File: src/rtl/wqac_pkg.sv
// ============================================================================
// wqac_pkg
// Shared types, level codes and reading grader for the water quality alarm
// controller.
// ============================================================================
package wqac_pkg;

    localparam int TIME_W  = 32;
    localparam int PH_W    = 11;
    localparam int TDS_W   = 16;
    localparam int HARD_W  = 16;
    localparam int LEVEL_W = 2;
    localparam int QDEPTH  = 2;
    localparam int QPTR_W  = 1;
    localparam int QCNT_W  = 2;

    localparam logic [LEVEL_W-1:0] LVL_SAFE    = 2'd0;
    localparam logic [LEVEL_W-1:0] LVL_CAUTION = 2'd1;
    localparam logic [LEVEL_W-1:0] LVL_WARNING = 2'd2;
    localparam logic [LEVEL_W-1:0] LVL_DANGER  = 2'd3;

    localparam logic ACT_CHECK  = 1'b0;
    localparam logic ACT_BUZZER = 1'b1;

    localparam logic [1:0] REG_STARTUP = 2'd0;
    localparam logic [1:0] REG_STABLE  = 2'd1;
    localparam logic [1:0] REG_DANGER  = 2'd2;
    localparam logic [1:0] REG_ROUTINE = 2'd3;

    localparam logic [TIME_W-1:0] WARN_PERIOD_MS    = 32'd250;
    localparam logic [TIME_W-1:0] CAUTION_PERIOD_MS = 32'd1000;

    localparam logic [TDS_W-1:0]  TDS_DANGER   = 16'd16000;
    localparam logic [TDS_W-1:0]  TDS_WARNING  = 16'd5000;
    localparam logic [TDS_W-1:0]  TDS_CAUTION  = 16'd4000;
    localparam logic [HARD_W-1:0] HARD_DANGER  = 16'd6000;
    localparam logic [HARD_W-1:0] HARD_WARNING = 16'd2000;
    localparam logic [HARD_W-1:0] HARD_CAUTION = 16'd1500;
    localparam logic [PH_W-1:0]   PH_DANGER_LO  = 11'd600;
    localparam logic [PH_W-1:0]   PH_DANGER_HI  = 11'd900;
    localparam logic [PH_W-1:0]   PH_WARNING_LO = 11'd650;
    localparam logic [PH_W-1:0]   PH_WARNING_HI = 11'd850;
    localparam logic [PH_W-1:0]   PH_CAUTION_LO = 11'd680;
    localparam logic [PH_W-1:0]   PH_CAUTION_HI = 11'd820;

    typedef struct packed {
        logic [TIME_W-1:0] startup_delay_ms;
        logic [TIME_W-1:0] stabilize_ms;
        logic [TIME_W-1:0] danger_repeat_ms;
        logic [TIME_W-1:0] routine_repeat_ms;
    } cfg_t;

    typedef struct packed {
        logic               action;
        logic               active;
        logic [LEVEL_W-1:0] grade;
        logic [TIME_W-1:0]  now_ms;
        logic [PH_W-1:0]    ph;
        logic [TDS_W-1:0]   tds;
        logic [HARD_W-1:0]  hard;
    } item_t;

    typedef struct packed {
        logic              push;
        logic              pop;
        logic              full;
        logic              empty;
        logic [QCNT_W-1:0] count;
    } queue_stat_t;

    function automatic logic [LEVEL_W-1:0] lvl_max(
        input logic [LEVEL_W-1:0] a,
        input logic [LEVEL_W-1:0] b
    );
        return (a > b) ? a : b;
    endfunction

    function automatic logic [LEVEL_W-1:0] grade_f(
        input logic [PH_W-1:0]   ph,
        input logic [TDS_W-1:0]  tds,
        input logic [HARD_W-1:0] hard
    );
        logic [LEVEL_W-1:0] g_tds;
        logic [LEVEL_W-1:0] g_hard;
        logic [LEVEL_W-1:0] g_ph;
        if (tds > TDS_DANGER)       g_tds = LVL_DANGER;
        else if (tds > TDS_WARNING) g_tds = LVL_WARNING;
        else if (tds > TDS_CAUTION) g_tds = LVL_CAUTION;
        else                        g_tds = LVL_SAFE;
        if (hard > HARD_DANGER)       g_hard = LVL_DANGER;
        else if (hard > HARD_WARNING) g_hard = LVL_WARNING;
        else if (hard > HARD_CAUTION) g_hard = LVL_CAUTION;
        else                          g_hard = LVL_SAFE;
        if (ph < PH_DANGER_LO || ph > PH_DANGER_HI)        g_ph = LVL_DANGER;
        else if (ph < PH_WARNING_LO || ph > PH_WARNING_HI) g_ph = LVL_WARNING;
        else if (ph < PH_CAUTION_LO || ph > PH_CAUTION_HI) g_ph = LVL_CAUTION;
        else                                               g_ph = LVL_SAFE;
        return lvl_max(lvl_max(g_tds, g_hard), g_ph);
    endfunction

endpackage

File: src/rtl/water_quality_alarm_controller.sv
// ============================================================================
// water_quality_alarm_controller
// Grades water readings into alarm levels, debounces the level, raises
// notification pulses and drives the buzzer pattern.
// ============================================================================
//  port group   direction  handshake          contents
//  s_*          in         s_valid/s_ready    action, time, pH, TDS, hardness
//  m_*          out        m_valid/m_ready    level, notify, buzzer, readings
//  apb          in/out     psel/penable       four 32-bit timing registers
//
//  One request per cycle while m_ready does not stall; each request passes
//  through a queue entry, then the result register, before it reaches m_*.
//  The state engine update is combinational feedback through the level registers.
//  Synchronous active-low reset clears the control state and loads register defaults.
//  A stalled m_ready fills the queue, then drops s_ready.
// ============================================================================
module water_quality_alarm_controller import wqac_pkg::*; (
    input  logic               aclk,
    input  logic               aresetn,
    input  logic               s_valid,
    output logic               s_ready,
    input  logic               s_action,
    input  logic [TIME_W-1:0]  s_now_ms,
    input  logic [PH_W-1:0]    s_ph_hundredths,
    input  logic [TDS_W-1:0]   s_tds_tenths,
    input  logic [HARD_W-1:0]  s_hardness_tenths,
    output logic               m_valid,
    input  logic               m_ready,
    output logic [LEVEL_W-1:0] m_level,
    output logic               m_notify,
    output logic               m_buzzer_on,
    output logic [PH_W-1:0]    m_report_ph,
    output logic [TDS_W-1:0]   m_report_tds,
    output logic [HARD_W-1:0]  m_report_hardness,
    input  logic               psel,
    input  logic               penable,
    input  logic               pwrite,
    input  logic [3:0]         paddr,
    input  logic [31:0]        pwdata,
    output logic [31:0]        prdata,
    output logic               pready
);

    cfg_t        cfg_reg;
    logic        q_push;
    logic        q_pop;
    item_t       push_item;
    item_t       head_item;
    queue_stat_t q_stat;
    logic [1:0]  reg_idx;

    assign pready  = 1'b1;
    assign reg_idx = paddr[3:2];

    always_ff @(posedge aclk) begin
        if (!aresetn) begin
            cfg_reg.startup_delay_ms  <= 32'd10000;
            cfg_reg.stabilize_ms      <= 32'd5000;
            cfg_reg.danger_repeat_ms  <= 32'd60000;
            cfg_reg.routine_repeat_ms <= 32'd3600000;
        end else if (psel && penable && pwrite && pready) begin
            case (reg_idx)
                REG_STARTUP: cfg_reg.startup_delay_ms  <= pwdata;
                REG_STABLE:  cfg_reg.stabilize_ms      <= pwdata;
                REG_DANGER:  cfg_reg.danger_repeat_ms  <= pwdata;
                REG_ROUTINE: cfg_reg.routine_repeat_ms <= pwdata;
                default:     cfg_reg.startup_delay_ms  <= cfg_reg.startup_delay_ms;
            endcase
        end
    end

    always_comb begin
        case (reg_idx)
            REG_STARTUP: prdata = cfg_reg.startup_delay_ms;
            REG_STABLE:  prdata = cfg_reg.stabilize_ms;
            REG_DANGER:  prdata = cfg_reg.danger_repeat_ms;
            REG_ROUTINE: prdata = cfg_reg.routine_repeat_ms;
            default:     prdata = '0;
        endcase
    end

    wqac_front u_front (
        .cfg               (cfg_reg),
        .s_valid           (s_valid),
        .s_ready           (s_ready),
        .s_action          (s_action),
        .s_now_ms          (s_now_ms),
        .s_ph_hundredths   (s_ph_hundredths),
        .s_tds_tenths      (s_tds_tenths),
        .s_hardness_tenths (s_hardness_tenths),
        .q_full            (q_stat.full),
        .q_push            (q_push),
        .q_item            (push_item)
    );

    wqac_queue u_queue (
        .aclk      (aclk),
        .aresetn   (aresetn),
        .push      (q_push),
        .push_item (push_item),
        .pop       (q_pop),
        .head_item (head_item),
        .stat      (q_stat)
    );

    wqac_back u_back (
        .aclk              (aclk),
        .aresetn           (aresetn),
        .cfg               (cfg_reg),
        .q_empty           (q_stat.empty),
        .q_item            (head_item),
        .q_pop             (q_pop),
        .m_valid           (m_valid),
        .m_ready           (m_ready),
        .m_level           (m_level),
        .m_notify          (m_notify),
        .m_buzzer_on       (m_buzzer_on),
        .m_report_ph       (m_report_ph),
        .m_report_tds      (m_report_tds),
        .m_report_hardness (m_report_hardness)
    );

    a_count_bound: assert property (@(posedge aclk) disable iff (!aresetn)
        q_stat.count <= QCNT_W'(QDEPTH))
        else $error("queue count beyond depth");

    a_ready_full: assert property (@(posedge aclk) disable iff (!aresetn)
        !s_ready |-> q_stat.full)
        else $error("input stalled while queue has room");

    a_push_tracks: assert property (@(posedge aclk) disable iff (!aresetn)
        (q_stat.push && !q_stat.pop) |=> (q_stat.count == $past(q_stat.count) + 1'b1))
        else $error("queue count missed a push");

    a_pop_valid: assert property (@(posedge aclk) disable iff (!aresetn)
        q_stat.pop |=> m_valid)
        else $error("popped request produced no result");

endmodule

File: src/rtl/wqac_front.sv
// ============================================================================
// wqac_front
// Accepts input requests, grades the readings and flags the startup window.
// ============================================================================
module wqac_front import wqac_pkg::*; (
    input  cfg_t               cfg,
    input  logic               s_valid,
    output logic               s_ready,
    input  logic               s_action,
    input  logic [TIME_W-1:0]  s_now_ms,
    input  logic [PH_W-1:0]    s_ph_hundredths,
    input  logic [TDS_W-1:0]   s_tds_tenths,
    input  logic [HARD_W-1:0]  s_hardness_tenths,
    input  logic               q_full,
    output logic               q_push,
    output item_t              q_item
);

    assign s_ready = !q_full;
    assign q_push  = s_valid && !q_full;

    always_comb begin
        q_item.action = s_action;
        q_item.active = (s_now_ms >= cfg.startup_delay_ms);
        q_item.grade  = grade_f(s_ph_hundredths, s_tds_tenths, s_hardness_tenths);
        q_item.now_ms = s_now_ms;
        q_item.ph     = s_ph_hundredths;
        q_item.tds    = s_tds_tenths;
        q_item.hard   = s_hardness_tenths;
    end

endmodule

File: src/rtl/wqac_queue.sv
// ============================================================================
// wqac_queue
// Two-entry request queue between the classifier and the state engine.
// ============================================================================
module wqac_queue import wqac_pkg::*; (
    input  logic        aclk,
    input  logic        aresetn,
    input  logic        push,
    input  item_t       push_item,
    input  logic        pop,
    output item_t       head_item,
    output queue_stat_t stat
);

    item_t             mem_reg [QDEPTH];
    logic [QPTR_W-1:0] wr_ptr_reg;
    logic [QPTR_W-1:0] wr_ptr_next;
    logic [QPTR_W-1:0] rd_ptr_reg;
    logic [QPTR_W-1:0] rd_ptr_next;
    logic [QCNT_W-1:0] count_reg;
    logic [QCNT_W-1:0] count_next;
    logic              do_push;
    logic              do_pop;

    assign do_push   = push && (count_reg != QCNT_W'(QDEPTH));
    assign do_pop    = pop && (count_reg != '0);
    assign head_item = mem_reg[rd_ptr_reg];

    always_comb begin
        wr_ptr_next = do_push ? wr_ptr_reg + 1'b1 : wr_ptr_reg;
        rd_ptr_next = do_pop ? rd_ptr_reg + 1'b1 : rd_ptr_reg;
        count_next  = count_reg;
        if (do_push && !do_pop) begin
            count_next = count_reg + 1'b1;
        end else if (!do_push && do_pop) begin
            count_next = count_reg - 1'b1;
        end
    end

    always_ff @(posedge aclk) begin
        if (!aresetn) begin
            wr_ptr_reg <= '0;
            rd_ptr_reg <= '0;
            count_reg  <= '0;
        end else begin
            wr_ptr_reg <= wr_ptr_next;
            rd_ptr_reg <= rd_ptr_next;
            count_reg  <= count_next;
        end
    end

    always_ff @(posedge aclk) begin
        if (do_push) begin
            mem_reg[wr_ptr_reg] <= push_item;
        end
    end

    always_comb begin
        stat.push  = do_push;
        stat.pop   = do_pop;
        stat.full  = (count_reg == QCNT_W'(QDEPTH));
        stat.empty = (count_reg == '0);
        stat.count = count_reg;
    end

endmodule

File: src/rtl/wqac_back.sv
// ============================================================================
// wqac_back
// Level, notification and buzzer state engine with the result register.
// ============================================================================
module wqac_back import wqac_pkg::*; (
    input  logic               aclk,
    input  logic               aresetn,
    input  cfg_t               cfg,
    input  logic               q_empty,
    input  item_t              q_item,
    output logic               q_pop,
    output logic               m_valid,
    input  logic               m_ready,
    output logic [LEVEL_W-1:0] m_level,
    output logic               m_notify,
    output logic               m_buzzer_on,
    output logic [PH_W-1:0]    m_report_ph,
    output logic [TDS_W-1:0]   m_report_tds,
    output logic [HARD_W-1:0]  m_report_hardness
);

    logic [LEVEL_W-1:0] cand_reg,     cand_next;
    logic [TIME_W-1:0]  since_reg,    since_next;
    logic [LEVEL_W-1:0] cur_reg,      cur_next;
    logic [LEVEL_W-1:0] notified_reg, notified_next;
    logic [TIME_W-1:0]  last_ntf_reg, last_ntf_next;
    logic [TIME_W-1:0]  last_tgl_reg, last_tgl_next;
    logic               buzz_reg,     buzz_next;
    logic               notify_next;
    logic               out_valid_reg;

    logic [LEVEL_W-1:0] c_cand;
    logic [TIME_W-1:0]  c_since;
    logic [LEVEL_W-1:0] c_cur;
    logic [TIME_W-1:0]  interval;
    logic [TIME_W-1:0]  period;
    logic               is_check;
    logic               is_buzz;

    assign q_pop    = !q_empty && (!out_valid_reg || m_ready);
    assign is_check = q_pop && (q_item.action == ACT_CHECK) && q_item.active;
    assign is_buzz  = q_pop && (q_item.action == ACT_BUZZER);

    always_comb begin
        c_cand  = cand_reg;
        c_since = since_reg;
        if (q_item.grade != cand_reg) begin
            c_cand  = q_item.grade;
            c_since = q_item.now_ms;
        end
        c_cur    = ((q_item.now_ms - c_since) >= cfg.stabilize_ms) ? c_cand : cur_reg;
        interval = (c_cur == LVL_DANGER) ? cfg.danger_repeat_ms : cfg.routine_repeat_ms;

        cand_next     = cand_reg;
        since_next    = since_reg;
        cur_next      = cur_reg;
        notified_next = notified_reg;
        last_ntf_next = last_ntf_reg;
        notify_next   = 1'b0;
        if (is_check) begin
            cand_next  = c_cand;
            since_next = c_since;
            cur_next   = c_cur;
            if (c_cur > notified_reg) begin
                notify_next   = 1'b1;
                notified_next = c_cur;
                last_ntf_next = q_item.now_ms;
            end else if ((q_item.now_ms - last_ntf_reg) >= interval) begin
                notify_next   = 1'b1;
                last_ntf_next = q_item.now_ms;
            end else if (c_cur < notified_reg) begin
                notified_next = c_cur;
            end
        end
    end

    always_comb begin
        buzz_next     = buzz_reg;
        last_tgl_next = last_tgl_reg;
        period        = '0;
        case (cur_reg)
            LVL_SAFE:    buzz_next = 1'b0;
            LVL_DANGER:  buzz_next = 1'b1;
            LVL_WARNING: period    = WARN_PERIOD_MS;
            LVL_CAUTION: period    = CAUTION_PERIOD_MS;
            default:     period    = '0;
        endcase
        if (period != '0 && (q_item.now_ms - last_tgl_reg) >= period) begin
            last_tgl_next = q_item.now_ms;
            buzz_next     = !buzz_reg;
        end
        if (!is_buzz) begin
            buzz_next     = buzz_reg;
            last_tgl_next = last_tgl_reg;
        end
    end

    always_ff @(posedge aclk) begin
        if (!aresetn) begin
            cand_reg      <= LVL_SAFE;
            since_reg     <= '0;
            cur_reg       <= LVL_SAFE;
            notified_reg  <= LVL_SAFE;
            last_ntf_reg  <= '0;
            last_tgl_reg  <= '0;
            buzz_reg      <= 1'b0;
            out_valid_reg <= 1'b0;
        end else begin
            cand_reg     <= cand_next;
            since_reg    <= since_next;
            cur_reg      <= cur_next;
            notified_reg <= notified_next;
            last_ntf_reg <= last_ntf_next;
            last_tgl_reg <= last_tgl_next;
            buzz_reg     <= buzz_next;
            if (q_pop) begin
                out_valid_reg <= 1'b1;
            end else if (m_ready) begin
                out_valid_reg <= 1'b0;
            end
        end
    end

    always_ff @(posedge aclk) begin
        if (q_pop) begin
            m_level           <= cur_next;
            m_notify          <= notify_next;
            m_buzzer_on       <= buzz_next;
            m_report_ph       <= q_item.ph;
            m_report_tds      <= q_item.tds;
            m_report_hardness <= q_item.hard;
        end
    end

    assign m_valid = out_valid_reg;

endmodule

File: config.mk
export PLATFORM = sky130hd
export DESIGN_NAME = water_quality_alarm_controller
export DESIGN_NICKNAME = d
export VERILOG_FILES = /design/src/rtl/wqac_pkg.sv /design/src/rtl/water_quality_alarm_controller.sv /design/src/rtl/wqac_front.sv /design/src/rtl/wqac_queue.sv /design/src/rtl/wqac_back.sv
export SDC_FILE = /design/constraint.sdc
export NUM_CORES = 1
export LEC_CHECK = 0
export BUFFER_PORTS_ARGS = -buffer_cell sky130_fd_sc_hd__buf_2
export CAP_MARGIN = 15
export CORE_MARGIN = 8
export CORE_UTILIZATION = 55
export DETAILED_ROUTE_END_ITERATION = 8
export PLACE_DENSITY_LB_ADDON = 0.3
export SLEW_MARGIN = 20
export SYNTH_ARGS = -nofsm -noshare
export SYNTH_HDL_FRONTEND = slang
export SYNTH_SLANG_ARGS = --single-unit
export TNS_END_PERCENT = 10
File: constraint.sdc
create_clock -name aclk -period 9.8 [get_ports aclk]
set_clock_uncertainty 0.05 [all_clocks]
set_input_delay 1.96 -clock aclk [delete_from_list [all_inputs] [get_ports aclk]]
set_output_delay 1.96 -clock aclk [all_outputs]
set_load 0.02 [all_outputs]
# == Word level (Yosys, flattened, before mapping) ==
# Memory sizes are Yosys's and may differ from the RTL's. A register that Yosys moved wholly into a read port is not among the register bits.
# Index checks and enable logic that the tools add are counted.
# op_classes
n_reduce_logical,38
bitwise,1
muxes,36
n_addsub,7
eq_ne,11
n_lt_le_gt_ge,20
# op_table
cell,count
$mux W32,4
$pmux W32 S4,1
$ge A32 B32 Y1,3
$sub A32 B32 Y32,3
$gt A11 B10 Y1 const B,3
$lt A11 B10 Y1 const B,3
$ge A32 B10 Y1,1
$gt A16 B11 Y1 const B,2
$gt A16 B13 Y1 const B,2
$mux W2,16
$reduce_bool A32 Y1,1
$pmux W10 S2,1
$gt A16 B12 Y1 const B,1
$gt A16 B14 Y1 const B,1
$mux W1,13
$eq A2 B2 Y1 const B,6
$logic_and A1 B1 Y1,12
$reduce_and A2 Y1,6
$reduce_bool A2 Y1,5
$gt A2 B2 Y1,3
$logic_not A1 Y1,6
$logic_not A2 Y1,3
$eq A2 B1 Y1 const B,2
$logic_or A1 B1 Y1,4
10 further kinds,11
# totals
wordCells,135
reg_bits,283
ramBits,158
n_memories,1
in_bits,119
# mem_list
name,depth,width,read_ports,rd_ports_with_merged_regs,write_ports,line,text
u_queue.mem_reg,2,79,1,1,1,wqac_queue.sv:15,item_t mem_reg [QDEPTH];

# == Depth between registers and ports, before layout ==
# depth
depth_word,10
depth_mapped,45
ltp_nobuf,41

# == Hierarchy ==
# From an unflattened synthesis, not the netlist that was laid out.
# unflattened
cells_unflattened,2594
hier_area_um2,26736.9
# by_module_without_submodules
module,area_per_inst_um2,instances,seq_area_each_um2,cells_per_inst
wqac_back,13198.9,1,3493.4,1527
wqac_queue,5985.7,1,4844.6,274
water_quality_alarm_controller,5584.1,1,2562.5,522
wqac_front,1968.1,1,0.0,271

# == Worst setup path after synthesis ==
# Ideal clock, no wire load.
# synth_path
path_kind,register to register
startpoint,register with a tool-made name
endpoint,register u_back.last_ntf_reg[10]
setup_time_ns,0.086
synth_period_minus_slack_ns,9.761
arrival_time_ns,9.626
slack_ns,0.039
path_stages_with_launch,43
path_cell_list,dfxtp_1 buf_2 mux2i_1 xnor2_1 nor2_2 clkbuf_1 mux2i_1 ha_1 nor2b_1 o31a_1 or4_1 a211o_1 a32o_1 a31oi_1 o21ai_0 o21ai_0 xnor2_1 ha_1 [... 7 more ...] a21o_1 o31ai_1 buf_2 mux2i_1 ha_1 a21o_1 a21o_1 a21o_1 a21o_1 a21o_1 a21oi_1 nor2b_1 o41ai_1 a31o_2 clkbuf_1 clkbuf_1 nor2_1 a211oi_1
# synth_rtl
element,line,text
to (signal assigned),wqac_back.sv:113,last_ntf_reg <= last_ntf_next;
to (decl),wqac_back.sv:26,"logic [TIME_W-1:0] last_ntf_reg, last_ntf_next;"

==> flow_summary_export.csv <==
group,metric,value,unit
setup_path,critPathLaunchType,"flip-flop",
sta,slew_headroom,26.4,%
placed_design,post_dp_cell_area,26500,sq um
die,die_area,52400,sq um
power,power.share.clock,20.0,%
yosys,postSynthAreaPerCell,9.86,sq um
yosys,synth-seq-area-share,43.8,%
setup_path,endpoint_kind,"flip-flop",
sta,fmax,108,MHz
setup_path,worstSetupPathType,"flip-flop to flip-flop",
global_route,grt_pass1_vias,19485,
clocking,cts_root_buf,"clkbuf_16",
clocking,clock_path_buffers,3,
global_route,grtUsageTotal,24.6,%
finish,fin_util,62.6,%
finish,nFillCells,3724,
setup_path,path_max_fanout,34,
global_route,grt_pass1_wl,105,mm
sta,hold_viol,0,
yosys,netlist_instances,2526,
placed_design,place_ws,-0.0753,ns
yosys,yosys-top-cells-area,"edfxtp_1, dfxtp_1, ha_1, a21oi_1, nand2_1",
setup_path,slowest_delay,0.55,ns
routing,drtPass1Iterations,8,
die,die_x,229,um
placed_design,hpwl,48.2,mm
clocking,cts_tree,"done",
die,die_h,229,um
die,start_util,55.3,%
power,p_sw_share,40.5,%
yosys,ys_types,79,
yosys,yosysMostFrequentCell,"nand2_1",
sta,worst_pin_slew,1.10,ns
power,switching_power,3.67,mW
routing,ant_nets,0,
routing,vias_per_cell,5.95,
sta,setup_violations,0,
global_route,grt_overflow,0,
routing,drt_iter0_drc,1514,
power,p_seq_share,26.6,%
outcome,status,"finished, final reports clean",
setup_path,arrival,9.68,ns
clocking,cts.htree.levels,2,
yosys,synthFlopType,"dfxtp_1",
die,core_area,45100,sq um
yosys,synth_edf_count,205,
power,ir_drop,173,uV
finish,layout.nets,3027,
finish,finalInstanceArea,28200,sq um
power,p_int,5.39,mW
setup_path,critical-path-slowest-cell,"or4_1",
global_route,grt_antenna_before_repair,3,
finish,largest_reg_flops,158,
power,power_density,321,nW/um^2
die,ios,201,
placed_design,gp_congestion,0.949,
placed_design,port_buffers,197,
routing,vias,19850,
routing,drc,0,
yosys,synth_common_cells,"nand2_1, a21oi_1, dfxtp_1, ha_1, nor2_1",
min_path,hold_class,"flip-flop to flip-flop",
yosys,ys_ff_latch,442,
power,combPwrFrac,53.4,%
sta,layout_min_cycle_time,9.30,ns
clocking,cts_buffers,46,
die,num_rows,78,
yosys,synthesis.area,24900,sq um
yosys,synth_top_cell_by_area,"edfxtp_1",
clocking,cts.sinks,442,
routing,post_drt_wl_per_cell,20.2,um
sta,min_period_over_period,94.9,%
min_path,holdCritStartpoint,"u_back.last_ntf_reg[14]",
yosys,synth_nets,2856,
sta,final_max_slew_viol_count,0,
global_route,grt_max_degree,112,
flow_run,maxCapViolCount,0,
yosys,synth_async_sr_flop_share,0,%
yosys,synth_top_area_share,24.7,%
setup_path,required,10.18,ns
power,p_leak,10.9,nW
routing,drt-total-wl,67.5,mm
clocking,clk_pin_slew_worst_paths,0.06,ns
clocking,clock_latency,0.58,ns
finish,drive_above_1_share,17.4,%
sta,fin_ws,0.500,ns
finish,syn_to_final_growth,13.2,%
setup_path,cp_common_cell,"a21o_1",
yosys,yosysWarnings,0,
-- path summary, 6_finish.rpt --
kind	slack [ns]	cells past startpoint	endpoint
worst min-delay path	0.42	2	u_back.last_ntf_reg[14]
worst max register to register	0.50	42	u_back.last_ntf_reg[31]
worst max-delay path	0.50	42	u_back.last_ntf_reg[31]
worst min register to register	0.42	2	u_back.last_ntf_reg[14]
-- per-layer routing --
| layer | global-route usage [%] | vias to the layer above | wire, um |
|---|---|---|---|
| met2 | 41.8 | 749 | 32600 |
| met5 | 0 | - | 0 |
| met4 | 7.55 | 0 | 1850 |
| met1 | 31.8 | 9532 | 28400 |
| li1 | - | 9448 | - |
| met3 | 4.11 | 121 | 4600 |
-- per-stage QoR --
step | hold WS [ns] | std cells | power, mW | TNS, ns
2_1_floorplan | 0.390 | 2526 | 5.88 | 0
3_3_place_gp | 0.402 | 3244 | 6.94 | 0
3_5_place_dp | 0.408 | 3244 | 7.12 | -0.371
4_1_cts | 0.419 | 3334 | 9.01 | 0
5_1_grt | 0.426 | 3338 | 9.70 | -0.0204
6_report | 0.418 | 3338 | 9.06 | 0
-- timing repair --
item,CTS,global route
setup buffers,4,1
cloned,0,0
endpoints found under the setup margin,33,35
hold buffers,0,0
pin swaps,2,4
hold endpoints to repair,0,0
gates resized for setup,1,16
-- cells in the final DEF, fill, tap and decap left out, types with 6 or more instances in the layout --
master / Yosys / layout
inv_1: 172 / 171
edfxtp_1: 205 / 205
mux4_2: 32 / 32
o31a_1: 7 / 7
nor3_1: 26 / 25
nor2b_1: 24 / 24
o21bai_1: 8 / 8
clkbuf_16: 0 / 47
buf_4: 4 / 27
a31oi_1: 18 / 17
nand3_1: 48 / 47
mux2_2: 78 / 77
buf_2: 4 / 197
mux2i_1: 72 / 68
a211o_1: 6 / 6
a211oi_1: 40 / 39
ha_1: 208 / 208
o21a_1: 25 / 25
o31ai_1: 10 / 9
nand2b_1: 25 / 25
clkbuf_1: 84 / 13
xnor2_1: 55 / 53
clkinv_2: 0 / 7
a21boi_0: 6 / 6
nor2_1: 208 / 207
dfxtp_1: 237 / 236
nor4_1: 9 / 9
or4_1: 6 / 6
nand4_1: 23 / 23
and3_1: 11 / 10
and4_1: 6 / 6
a21oi_1: 240 / 240
o211ai_1: 16 / 16
xor2_1: 25 / 25
nand2_1: 312 / 311
a21o_1: 67 / 66
a211oi_2: 29 / 30
o21ai_0: 72 / 71
-- worst max-delay path, delay by kind of cell, from the launching register on --
| kind | cells | cell delay (ns) |
|---|---|---|
| AOI/OAI and AO/OA | 23 | 4.66 |
| xor gates and xnor gates | 2 | 0.28 |
| adders and majority gates | 3 | 0.73 |
| buffers and inverters | 5 | 1.02 |
| DFF | 1 | 0.40 |
| muxes | 4 | 0.88 |
| and+or+nand+nor | 5 | 1.07 |
-- cell type report --
type / instances / area [sq um] / area share (%)
multi-input cells: 1805 / 13100 / 46.3
inverters: 173 / 654 / 2.32
flip-flops and latches: 442 / 10900 / 38.7
well taps: 600 / 751 / 2.66
diodes: 3 / 7.51 / 0.0266
repair buffers: 229 / 1280 / 4.54
clock buffers: 68 / 1320 / 4.67
clock inverters: 18 / 239 / 0.847
-- power groups by stage --
stage	clock [mW]	sequential, mW	combinational, mW
final	1.81	2.41	4.84
after global routing	1.90	2.44	5.36
after CTS	1.83	2.41	4.77
after detailed placement	0	2.45	4.67
after global placement	0	2.43	4.51
after floorplan	0	2.55	3.33
-- logic make-up (layout without fill, tap and decap cells) --
family	Yosys count	in the layout	share of synthesized area, %
buffers and inverters	279	488	4.37
adders and majority gates	211	211	10.7
muxes	182	182	9.31
xor gates and xnor gates	80	80	2.81
and+or+nand+nor	723	723	12.7
AOI/OAI and AO/OA	608	608	16.3
DFF	442	442	43.8
other	1	4	0.0151
Power figures use the tool's default switching activity.
